### config.mk
export PLATFORM = sky130hd
export DESIGN_NAME = ring_fifo_with_extract
export DESIGN_NICKNAME = d
export VERILOG_FILES = /design/src/rtl/core/rfx_pkg.sv /design/src/rtl/core/ring_fifo_with_extract.sv /design/src/rtl/core/rfx_wrap.sv
export SDC_FILE = /design/constraint.sdc
export NUM_CORES = 1
export LEC_CHECK = 0
export BUFFER_PORTS_ARGS = -buffer_cell sky130_fd_sc_hd__buf_2
export CAP_MARGIN = 0
export CORE_UTILIZATION = 50
export DETAILED_ROUTE_END_ITERATION = 6
export PLACE_DENSITY = 0.66
export SYNTH_ARGS = -nofsm -noshare
export SYNTH_HDL_FRONTEND = slang
export SYNTH_HIERARCHICAL = 1
export SYNTH_SLANG_ARGS = --single-unit
### constraint.sdc
create_clock -name clk_i -period 8.8 [get_ports clk_i]
set_clock_uncertainty 0.2 [all_clocks]
set_input_delay 0.88 -clock clk_i [delete_from_list [all_inputs] [get_ports clk_i]]
set_output_delay 0.88 -clock clk_i [all_outputs]
set_load 0.05 [all_outputs]
### src/rtl/core/rfx_pkg.sv
// Shared constants, codes and payload types of the ring FIFO with extract.
package rfx_pkg;

  localparam int unsigned Depth     = 16;
  localparam int unsigned DataWidth = 32;
  localparam int unsigned IdxW      = $clog2(Depth);
  localparam int unsigned CntW      = $clog2(Depth + 1);
  localparam int unsigned CfgW      = 5;

  typedef enum logic [1:0] {
    REQ_PUSH    = 2'd0,
    REQ_POP     = 2'd1,
    REQ_EXTRACT = 2'd2,
    REQ_NONE    = 2'd3
  } req_e;

  typedef enum logic [1:0] {
    STS_OK       = 2'd0,
    STS_FULL     = 2'd1,
    STS_EMPTY    = 2'd2,
    STS_NO_MATCH = 2'd3
  } status_e;

  typedef struct packed {
    logic [1:0]           req_type;
    logic [DataWidth-1:0] item_value;
  } rfx_req_t;

  typedef struct packed {
    logic [1:0]           status;
    logic [DataWidth-1:0] item_out;
    logic [CntW-1:0]      removed_count;
    logic [CntW-1:0]      occupancy;
    logic [CntW-1:0]      high_water;
  } rfx_rsp_t;

endpackage

### src/rtl/core/ring_fifo_with_extract.sv
// Top level of the ring FIFO with push, pop and extract-all-equal requests.
//
// Usage: drive req_i and raise start; the request transfers at a clock edge
// with start high and busy low. Each request yields one result on rsp_o,
// shown for exactly one cycle with done_o high; the receiver cannot stall,
// so the result must be taken in that cycle.
// Request handling, set by the synchronous ring memory (one write port,
// one registered read port):
//   push, unused code, full/empty answers: result in the cycle after the
//     transfer, next request may transfer in the following cycle.
//   pop: the head word passes the registered read port, then S_POP, where
//     the result is registered; busy in S_POP, so no request transfers until the result shows.
//   extract: the walk issues one memory read per held entry and writes the
//     kept words back behind the read pointer; busy until the result shows.
// Configuration: cfg_we_i with cfg_wdata_i sets the capacity in use (0 counts
// as 1, values above the built depth count as the depth) and empties the
// ring; the peak occupancy is kept. Write only while idle.
// Reset: head, occupancy, peak go to zero and the capacity to the full
// depth; the ring memory holds no reset value and needs no clearing pass.
module ring_fifo_with_extract import rfx_pkg::*; (
  input  logic            clk_i,
  input  logic            rst_ni,
  input  logic            start,
  output logic            busy,
  input  rfx_req_t        req_i,
  input  logic            cfg_we_i,
  input  logic [CfgW-1:0] cfg_wdata_i,
  output logic            done_o,
  output rfx_rsp_t        rsp_o
);

  localparam logic [1:0] S_IDLE = 2'd0;
  localparam logic [1:0] S_POP  = 2'd1;
  localparam logic [1:0] S_EXT  = 2'd2;

  // Ring memory, one write and one registered read port
  logic [DataWidth-1:0] mem [Depth];
  logic                 mem_we;
  logic [IdxW-1:0]      mem_waddr;
  logic [DataWidth-1:0] mem_wdata;
  logic [IdxW-1:0]      mem_raddr;
  logic [DataWidth-1:0] rd_q;

  logic [1:0]           state_q, state_d;
  logic [IdxW-1:0]      head_q, head_d;
  logic [CntW-1:0]      cnt_q, cnt_d;
  logic [CntW-1:0]      peak_q, peak_d;
  logic [CntW-1:0]      cap_q, cap_d;
  logic [IdxW-1:0]      src_q, src_d;
  logic [IdxW-1:0]      dst_q, dst_d;
  logic [CntW-1:0]      left_q, left_d;
  logic [CntW-1:0]      removed_q, removed_d;
  logic                 pend_q, pend_d;
  logic [DataWidth-1:0] item_q, item_d;
  logic                 done_q, done_d;
  rfx_rsp_t             rsp_q, rsp_d;

  logic            accept;
  logic [IdxW-1:0] push_idx, head_inc, src_inc, dst_inc;
  logic [CntW-1:0] new_cnt;
  logic [CntW-1:0] cfg_cap;
  logic            match;

  assign accept = start && !busy;
  assign busy   = (state_q != S_IDLE);
  assign done_o = done_q;
  assign rsp_o  = rsp_q;
  assign match  = (rd_q == item_q);

  rfx_wrap u_wrap_push (.idx_i(head_q), .inc_i(cnt_q), .cap_i(cap_q), .idx_o(push_idx));
  rfx_wrap u_wrap_head (.idx_i(head_q), .inc_i(CntW'(1)), .cap_i(cap_q), .idx_o(head_inc));
  rfx_wrap u_wrap_src  (.idx_i(src_q), .inc_i(CntW'(1)), .cap_i(cap_q), .idx_o(src_inc));
  rfx_wrap u_wrap_dst  (.idx_i(dst_q), .inc_i(CntW'(1)), .cap_i(cap_q), .idx_o(dst_inc));

  // Clamp the written capacity into 1..Depth
  always_comb begin
    cfg_cap = cfg_wdata_i[CntW-1:0];
    if (cfg_wdata_i == '0) begin
      cfg_cap = CntW'(1);
    end else if ({1'b0, cfg_wdata_i} > (CfgW + 1)'(Depth)) begin
      cfg_cap = CntW'(Depth);
    end
  end

  always_comb begin
    state_d   = state_q;
    head_d    = head_q;
    cnt_d     = cnt_q;
    peak_d    = peak_q;
    cap_d     = cap_q;
    src_d     = src_q;
    dst_d     = dst_q;
    left_d    = left_q;
    removed_d = removed_q;
    pend_d    = 1'b0;
    item_d    = item_q;
    done_d    = 1'b0;
    rsp_d     = rsp_q;
    mem_we    = 1'b0;
    mem_waddr = push_idx;
    mem_wdata = req_i.item_value;
    mem_raddr = head_q;
    new_cnt   = cnt_q;

    case (state_q)
      S_IDLE: begin
        if (cfg_we_i) begin
          cap_d  = cfg_cap;
          head_d = '0;
          cnt_d  = '0;
        end else if (accept) begin
          rsp_d.item_out      = req_i.item_value;
          rsp_d.status        = STS_OK;
          rsp_d.removed_count = '0;
          rsp_d.occupancy     = cnt_q;
          rsp_d.high_water    = peak_q;
          case (req_i.req_type)
            REQ_PUSH: begin
              done_d = 1'b1;
              if (cnt_q >= cap_q) begin
                rsp_d.status   = STS_FULL;
                rsp_d.item_out = '0;
              end else begin
                mem_we  = 1'b1;
                new_cnt = cnt_q + CntW'(1);
                cnt_d   = new_cnt;
                if (new_cnt > peak_q) begin
                  peak_d = new_cnt;
                end
                rsp_d.occupancy  = new_cnt;
                rsp_d.high_water = (new_cnt > peak_q) ? new_cnt : peak_q;
              end
            end
            REQ_POP: begin
              if (cnt_q == '0) begin
                done_d         = 1'b1;
                rsp_d.status   = STS_EMPTY;
                rsp_d.item_out = '0;
              end else begin
                // head word arrives from memory next cycle
                head_d          = head_inc;
                cnt_d           = cnt_q - CntW'(1);
                rsp_d.occupancy = cnt_q - CntW'(1);
                state_d         = S_POP;
              end
            end
            REQ_EXTRACT: begin
              item_d    = req_i.item_value;
              src_d     = head_q;
              dst_d     = head_q;
              left_d    = cnt_q;
              removed_d = '0;
              state_d   = S_EXT;
            end
            default: begin
              done_d = 1'b1;
            end
          endcase
        end
      end
      S_POP: begin
        rsp_d.item_out = rd_q;
        done_d         = 1'b1;
        state_d        = S_IDLE;
      end
      S_EXT: begin
        mem_raddr = src_q;
        mem_waddr = dst_q;
        mem_wdata = rd_q;
        // retire the word read last cycle: drop on match, else pack it at dst
        if (pend_q) begin
          if (match) begin
            removed_d = removed_q + CntW'(1);
          end else begin
            mem_we = 1'b1;
            dst_d  = dst_inc;
          end
        end
        // issue the next read; writes trail reads so no entry is overwritten early
        if (left_q != '0) begin
          src_d  = src_inc;
          left_d = left_q - CntW'(1);
          pend_d = 1'b1;
        end else if (!pend_q) begin
          new_cnt             = cnt_q - removed_q;
          cnt_d               = new_cnt;
          done_d              = 1'b1;
          state_d             = S_IDLE;
          rsp_d.removed_count = removed_q;
          rsp_d.occupancy     = new_cnt;
          rsp_d.high_water    = peak_q;
          if (removed_q == '0) begin
            rsp_d.status   = STS_NO_MATCH;
            rsp_d.item_out = '0;
          end else begin
            rsp_d.status   = STS_OK;
            rsp_d.item_out = item_q;
          end
        end
      end
      default: begin
        state_d = S_IDLE;
      end
    endcase
  end

  always_ff @(posedge clk_i) begin
    if (mem_we) begin
      mem[mem_waddr] <= mem_wdata;
    end
    rd_q <= mem[mem_raddr];
  end

  always_ff @(posedge clk_i or negedge rst_ni) begin
    if (!rst_ni) begin
      state_q   <= S_IDLE;
      head_q    <= '0;
      cnt_q     <= '0;
      peak_q    <= '0;
      cap_q     <= CntW'(Depth);
      src_q     <= '0;
      dst_q     <= '0;
      left_q    <= '0;
      removed_q <= '0;
      pend_q    <= 1'b0;
      done_q    <= 1'b0;
    end else begin
      state_q   <= state_d;
      head_q    <= head_d;
      cnt_q     <= cnt_d;
      peak_q    <= peak_d;
      cap_q     <= cap_d;
      src_q     <= src_d;
      dst_q     <= dst_d;
      left_q    <= left_d;
      removed_q <= removed_d;
      pend_q    <= pend_d;
      done_q    <= done_d;
    end
  end

  always_ff @(posedge clk_i) begin
    item_q <= item_d;
    rsp_q  <= rsp_d;
  end

  a_cnt_in_cap: assert property (@(posedge clk_i) disable iff (!rst_ni)
    cnt_q <= cap_q)
    else $error("occupancy above capacity");

  a_head_in_cap: assert property (@(posedge clk_i) disable iff (!rst_ni)
    {1'b0, head_q} < {1'b0, cap_q})
    else $error("head index outside the ring");

  a_peak_covers: assert property (@(posedge clk_i) disable iff (!rst_ni)
    peak_q >= cnt_q)
    else $error("peak below occupancy");

  a_pend_in_walk: assert property (@(posedge clk_i) disable iff (!rst_ni)
    pend_q |-> (state_q == S_EXT))
    else $error("read in flight outside the extract walk");

  a_done_cause: assert property (@(posedge clk_i) disable iff (!rst_ni)
    done_q |-> ($past(accept) || $past(busy)))
    else $error("result without a request");

endmodule

### src/rtl/core/rfx_wrap.sv
// Ring index advance modulo the capacity in use.
module rfx_wrap import rfx_pkg::*; (
  input  logic [IdxW-1:0] idx_i,
  input  logic [CntW-1:0] inc_i,
  input  logic [CntW-1:0] cap_i,
  output logic [IdxW-1:0] idx_o
);

  logic [CntW:0] sum;
  logic [CntW:0] diff;

  // idx < cap and inc <= cap, so one subtract is enough
  assign sum   = {{(CntW + 1 - IdxW){1'b0}}, idx_i} + {1'b0, inc_i};
  assign diff  = sum - {1'b0, cap_i};
  assign idx_o = (sum >= {1'b0, cap_i}) ? diff[IdxW-1:0] : sum[IdxW-1:0];

endmodule
# [Word-level counts from Yosys, hierarchy flattened]
# Memory sizes are Yosys's and may differ from the RTL's. A register that Yosys moved wholly into a read port is not among the register bits.
# Cells that the tools add are included.
[word_totals] ff_bits=122 mem_bits_rw=512 in_bits=43 output_inout_bits=51 elab_cells=164 memories=1
[mem_list] name="mem" words=16 word_bits=32 read_ports=1 rd_ports_with_merged_regs=1 write_ports=1 line_no="ring_fifo_with_extract.sv:37" source="logic [DataWidth-1:0] mem [Depth];"
[op_classes] add_sub_neg=13 order_cmp=7 n_eq_ne=20 muxes=80 bitwise_logic=2 reduce_logical=24
[ops] op="2-to-1 mux 49 bit" n=4
[ops] op="case mux 32 bit (3 select lines)" n=1
[ops] op="2-to-1 mux 5 bit" n=19
[ops] op="2-to-1 mux 34 bit" n=2
[ops] op="case mux 34 bit (2 select lines)" n=1
[ops] op="2-to-1 mux 4 bit" n=16
[ops] op="case mux 5 bit (2 select lines)" n=5
[ops] op="2-to-1 mux 33 bit" n=1
[ops] op="equality test 32 bit" n=1
[ops] op="2-to-1 mux 32 bit" n=1
[ops] op="case mux 15 bit (2 select lines)" n=1
[ops] op="AND reduction 6 bit" n=4
[ops] op="greater-or-equal comparator 5 bit" n=4
[ops] op="AND reduction 5 bit" n=4
[ops] op="inequality test 2 bit (second input constant)" n=9
[ops] op="case mux 4 bit (2 select lines)" n=2
[ops] op="subtractor 4 bit" n=4
[ops] op="adder 4 x 1 -> 5 bit (second input constant)" n=3
[ops] op="logical NOT 5 bit" n=3
[ops] op="2-to-1 mux 1 bit" n=15
[ops] op="case mux 2 bit (2 select lines)" n=3
[ops] op="adder 5 x 1 -> 5 bit (second input constant)" n=2
[ops] op="2-to-1 mux 10 bit" n=1
[ops] op="2-to-1 mux 2 bit" n=5
[ops] op="24 further kinds" n=35

# [Logic depth before layout (Yosys ltp)]
[logic_depth] word_depth=8 mapped_depth=14 ltp_nobuf=14

# [Cells and area by module]
# Netlist, hierarchy kept.
[by_module_without_submodules] module="ring_fifo_with_extract" n_inst=1 cells_per_inst=1522 area_each_um2=27132.3 seq_area_each_um2=19474.9
[by_module_without_submodules] module="rfx_wrap" n_inst=4 cells_per_inst=41 area_each_um2=384.1 seq_area_each_um2=0.0

# [Worst setup path before layout]
# Ideal clock, no wire load.
[synth_path] path_kind="flip-flop to flip-flop" from="register head_q[0]" to="memory mem[13][0] (enable)" setup_ps=468 arrival_time_ps=5537 t_required_ps=8132 setup_slack_ps=2595 path_stages_with_launch=14 path_buffers=0 period_less_slack_ps=6205 path_cell_list="dfrtp_1 > ha_1 > fa_1 > a21o_1 > a21oi_1 > xnor2_1 > ha_1 > nand3_1 > o22ai_2 > a2111oi_4 > mux2i_1 > inv_1 > o32ai_1 > nor3b_1"
[synth_via] elab_chain_len=4 elab_cells_between_ends=5 cone_classes="2 x add/sub; 1 x order compare; 2 x mux"
[synth_rtl] item="start, declared" line_no="ring_fifo_with_extract.sv:45" source="logic [IdxW-1:0] head_q, head_d;"
[synth_rtl] item="start signal, assigned" line_no="ring_fifo_with_extract.sv:217" source="head_q <= '0;"
[synth_rtl] item="start signal, assigned" line_no="ring_fifo_with_extract.sv:229" source="head_q <= head_d;"
[synth_rtl] item="adder 4 x 5 -> 6 bit *" line_no="rfx_wrap.sv:13" source="assign sum = {{(CntW + 1 - IdxW){1'b0}}, idx_i} + {1'b0, inc_i};"
[synth_rtl] item="greater-or-equal comparator 6 x 5 -> 1 bit or subtractor 4 bit (tied branches)" line_no="rfx_wrap.sv:15, rfx_wrap.sv:14"
[synth_rtl] item="2-to-1 mux 4 bit *" line_no="rfx_wrap.sv:15" source="assign idx_o = (sum >= {1'b0, cap_i}) ? diff[IdxW-1:0] : sum[IdxW-1:0];"
[synth_rtl] item="named net push_idx[0]" line_no="ring_fifo_with_extract.sv:59" source="logic [IdxW-1:0] push_idx, head_inc, src_inc, dst_inc;"
[synth_rtl] item="2-to-1 mux 4 bit *" line_no="ring_fifo_with_extract.sv:105" source="case (state_q)"
[synth_rtl] item="end, declared" line_no="ring_fifo_with_extract.sv:37"
# Mark *: on every way through the listed nets, which the timed path passes. The rest lies on a longest branch.

# [Final worst setup path]
[layout_path] from="register cnt_q[0]" to="memory mem[13][3] (enable)"
[layout_via] elab_cells_between_ends=13 cone_classes="2 x add/sub; 2 x order compare; 9 x mux"
[layout_rtl] item="start, declared" line_no="ring_fifo_with_extract.sv:46" source="logic [CntW-1:0] cnt_q, cnt_d;"
[layout_rtl] item="start signal, assigned" line_no="ring_fifo_with_extract.sv:230" source="cnt_q <= cnt_d;"
[layout_rtl] item="adder 4 x 5 -> 6 bit *" line_no="rfx_wrap.sv:13"
[layout_rtl] item="greater-or-equal comparator 6 x 5 -> 1 bit or subtractor 4 bit (tied branches)" line_no="rfx_wrap.sv:15, rfx_wrap.sv:14"
[layout_rtl] item="2-to-1 mux 4 bit *" line_no="rfx_wrap.sv:15"
[layout_rtl] item="named net push_idx[0]" line_no="ring_fifo_with_extract.sv:59"
[layout_rtl] item="2-to-1 mux 4 bit *" line_no="ring_fifo_with_extract.sv:105"
# Marked as above.

==> out/qor.json <==
{
  "die_h": {"value": 241, "unit": "µm"},
  "worst_pin_slew": {"value": 1.22, "unit": "ns"},
  "commonest_cells_in_the_synthesized_netlist": {"value": "edfxtp_1, mux4_2, nand2_1"},
  "post-dp-hpwl": {"value": 38100, "unit": "µm"},
  "globalRouteOverflowTotal": {"value": 0},
  "synth_sequential_area_ratio": {"value": 67.9, "unit": "%"},
  "number_of_resized_instances_in_the_post_cts_repair_step": {"value": 0},
  "rr_worst_depth": {"value": 14},
  "clk_pin_slew_worst_paths": {"value": 0.06, "unit": "ns"},
  "drt_iter0_markers": {"value": 1327},
  "tritoncts_clock_tree": {"value": "yes"},
  "die_width": {"value": 241, "unit": "µm"},
  "syn-cell-area": {"value": 28700, "unit": "µm²"},
  "setup.worst_path.end_class": {"value": "flip-flop"},
  "num_rows": {"value": 87},
  "timing.critical_path.fanout_max": {"value": 23},
  "max-vdd-ir-drop": {"value": 0.428, "unit": "mV"},
  "worstPathRequired": {"value": 8.83, "unit": "ns"},
  "initial_core_util": {"value": 50.7, "unit": "%"},
  "vias_in_the_first_global_route": {"value": 16000},
  "dp_cells": {"value": 2499},
  "final_layout_size_suffix_gt1_share": {"value": 23.9, "unit": "%"},
  "core": {"value": 56500, "unit": "µm²"},
  "io_buffers": {"value": 93},
  "crit_path_start_kind": {"value": "flip-flop"},
  "yosys_most_used_dff": {"value": "edfxtp_1"},
  "min_period_over_period": {"value": 64.3, "unit": "%"},
  "crit_path_arrival_time": {"value": 5.69, "unit": "ns"},
  "cts_hold_buffers": {"value": 0},
  "grt_antenna_before_repair": {"value": 1},
  "hold_violations": {"value": 0},
  "yosys.area.top_type": {"value": "edfxtp_1"},
  "power_density": {"value": 386, "unit": "nW/µm²"},
  "crit_path_top_delay_cell": {"value": "nor3b_2"},
  "synth-edff-count": {"value": 593},
  "synth_top_area_share": {"value": 62.1, "unit": "%"},
  "critical_path.most_common_cell": {"value": "ha_1"},
  "ant_nets": {"value": 0},
  "async_flop_share": {"value": 6.16, "unit": "%"},
  "finalWeightedCongestion": {"value": 0.838},
  "netlist_instances": {"value": 1686},
  "firstDrtPassIters": {"value": 5},
  "finalSetupViolations": {"value": 0},
  "cts_setup_buffers": {"value": 0},
  "leakagePower": {"value": 0.0112, "unit": "µW"},
  "global_route_wire_length_before_repair": {"value": 99600, "unit": "µm"},
  "max-cap-violations": {"value": 0},
  "worstSkewPairLatency": {"value": 0.61, "unit": "ns"},
  "run_status": {"value": "completed"},
  "worst_path_largest_cell_delay": {"value": 0.92, "unit": "ns"},
  "dr_total_vias": {"value": 15900},
  "final_max_slew_viol_count": {"value": 0},
  "cts_buffers": {"value": 69},
  "layout-area-overhead-vs-synth": {"value": 13.0, "unit": "%"},
  "buffer_levels_on_the_longest_clock_path": {"value": 3},
  "criticalPathCategory": {"value": "flip-flop to flip-flop"},
  "synth_top_area_cells": {"value": "edfxtp_1, mux4_2, dfrtp_1"},
  "final.hold.worst_slack": {"value": 0.253, "unit": "ns"},
  "synth.lib_cells_used.distinct": {"value": 71},
  "setup_tns": {"value": 0, "unit": "ns"},
  "finish.cell_count_without_fillers": {"value": 2626},
  "yosysMostFrequentCell": {"value": "edfxtp_1"},
  "worst_hold_path_type": {"value": "input port to asynchronous set/reset pin"},
  "grt_util_all_layers": {"value": 23.5, "unit": "%"},
  "post_drt_wl_per_cell": {"value": 25.3, "unit": "µm"},
  "nFillCells": {"value": 4254},
  "drc": {"value": 0},
  "synth-seq-cells": {"value": 666},
  "floorplan.io_pins": {"value": 94},
  "worstReg2RegStart": {"value": "cnt_q[0]"},
  "drt_wl_total": {"value": 66400, "unit": "µm"},
  "floorplan.die_area": {"value": 58300, "unit": "µm²"},
  "slew_headroom": {"value": 18.9, "unit": "%"},
  "worstSetupStartpoint": {"value": "cnt_q[0]"},
  "diodes": {"value": 0},
  "syn_area_per_cell": {"value": 17.0, "unit": "µm²"},
  "timing.critical_path.cells": {"value": "ha_1 > fa_1 > a21o_1 > a21oi_1 > xnor2_1 > ha_1 > nand3_1 > o22ai_2 > a2111oi_4 > mux2i_1 > inv_1 > o32ai_1 > nor3b_2 > buf_4"},
  "yosysWarningCount": {"value": 6},
  "fin_nets": {"value": 1925},
  "fmax": {"value": 177, "unit": "MHz"},
  "post_drt_via_cell_ratio": {"value": 6.06},
  "maximum_number_of_pins_on_one_net_before_global_route_repair": {"value": 129},
  "timing.final.crit_period": {"value": 5.66, "unit": "ns"},
  "ctsHtreeMaxLevel": {"value": 3},
  "rsz0062_at_grt": {"value": "false"},
  "cts-root-buf": {"value": "clkbuf_16"},
  "count_of_clock_tree_sinks": {"value": 666}
}
-- per-layer routing --
metal | global-route usage [%] | wire length, µm | vias to the layer above
li1 | - | - | 6946
met2 | 38.5 | 32200 | 559
met1 | 32.5 | 28400 | 8288
met5 | 0 | 22 | -
met3 | 4.14 | 4360 | 109
met4 | 6.35 | 1460 | 2
-- per-stage QoR --
stage / worst slack [ns] / instance area, µm² / util, % / power [µW]
4_1_cts: 3.13 / 32400 / 57.4 / 12600
3_5_place_dp: 3.16 / 30200 / 53.5 / 9710
5_1_grt: 2.87 / 32400 / 57.4 / 13100
3_3_place_gp: 3.31 / 30200 / 53.5 / 9630
6_report: 3.14 / 32400 / 57.4 / 12500
2_1_floorplan: 2.59 / 28800 / - / 8290
-- cell families (layout without fill, tap and decap cells) --
group           count (synthesis)  count (layout)  synth area share [%]
flops                         666             666                  67.9
compound gates                291             291                  7.69
simple gates                  259             259                  4.60
mux                           195             195                  12.6
buf+inv                       145             307                  2.10
fa+ha+maj                      68              68                  3.20
xor+xnor                       60              60                  1.83
other cells                     2              24                0.0262
-- critical path: cells and delay by family, from the launching register on --
| kind | cells | cell delay, ns |
|---|---|---|
| XOR/XNOR | 1 | 0.15 |
| AO/OA/AOI/OAI | 5 | 1.37 |
| flip-flops | 1 | 0.53 |
| adder cells (fa/ha/maj) | 3 | 0.96 |
| multiplexers | 1 | 0.39 |
| buffers and inverters | 2 | 0.63 |
| AND/OR/NAND/NOR | 2 | 1.02 |
-- cells in the final DEF (no fill, tap or decap), types with 28 or more instances in the layout --
cell and instances:
a211oi_1 36, a21oi_1 41, a22o_1 66, a31oi_1 38, and2_1 32, buf_2 93, clkbuf_16 71, dfrtp_1 40
dfxtp_1 32, edfxtp_1 593, ha_1 56, inv_1 60, mux2_2 51, mux4_2 128, nand2_1 101, nor2_1 28
xnor2_1 50
-- area by class of cell --
type                       count  area, µm²  area share, %
tap                          756        946           2.92
clock buffer                  96       1910           5.90
timing repair buffer         119        686           2.12
sequential                   666      19500           60.1
inverter                      61        229          0.707
multi-input combinational    897       8860           27.4
clock inverter                31        295          0.911
-- report_power, final --
group          switching [µW]  internal [µW]
Combinational            3180           1990
Clock                    1190           1670
Sequential                302           4180
Total                    4670           7840
-- final timing paths --
path	to	slack, ns
min in group clk_i	item_q[17]	0.28
worst max-delay path	mem[13][3]	3.14
worst max register to register	mem[13][3]	3.14
worst min register to register	peak_q[1]	0.34
worst min-delay path	cap_q[2]	0.25
max in group asynchronous	removed_q[0]	7.48
-- state kept, by name (all words and copies together), names as in the netlist --
name       count
item_q        32
removed_q      5
done_o         1
pend_q         1
rd_q          32
head_q         4
rsp_o         49
peak_q         5
left_q         5
mem          512
state_q        2
cnt_q          5
src_q          4
dst_q          4
cap_q          5
(Power assumes the default switching activity.)
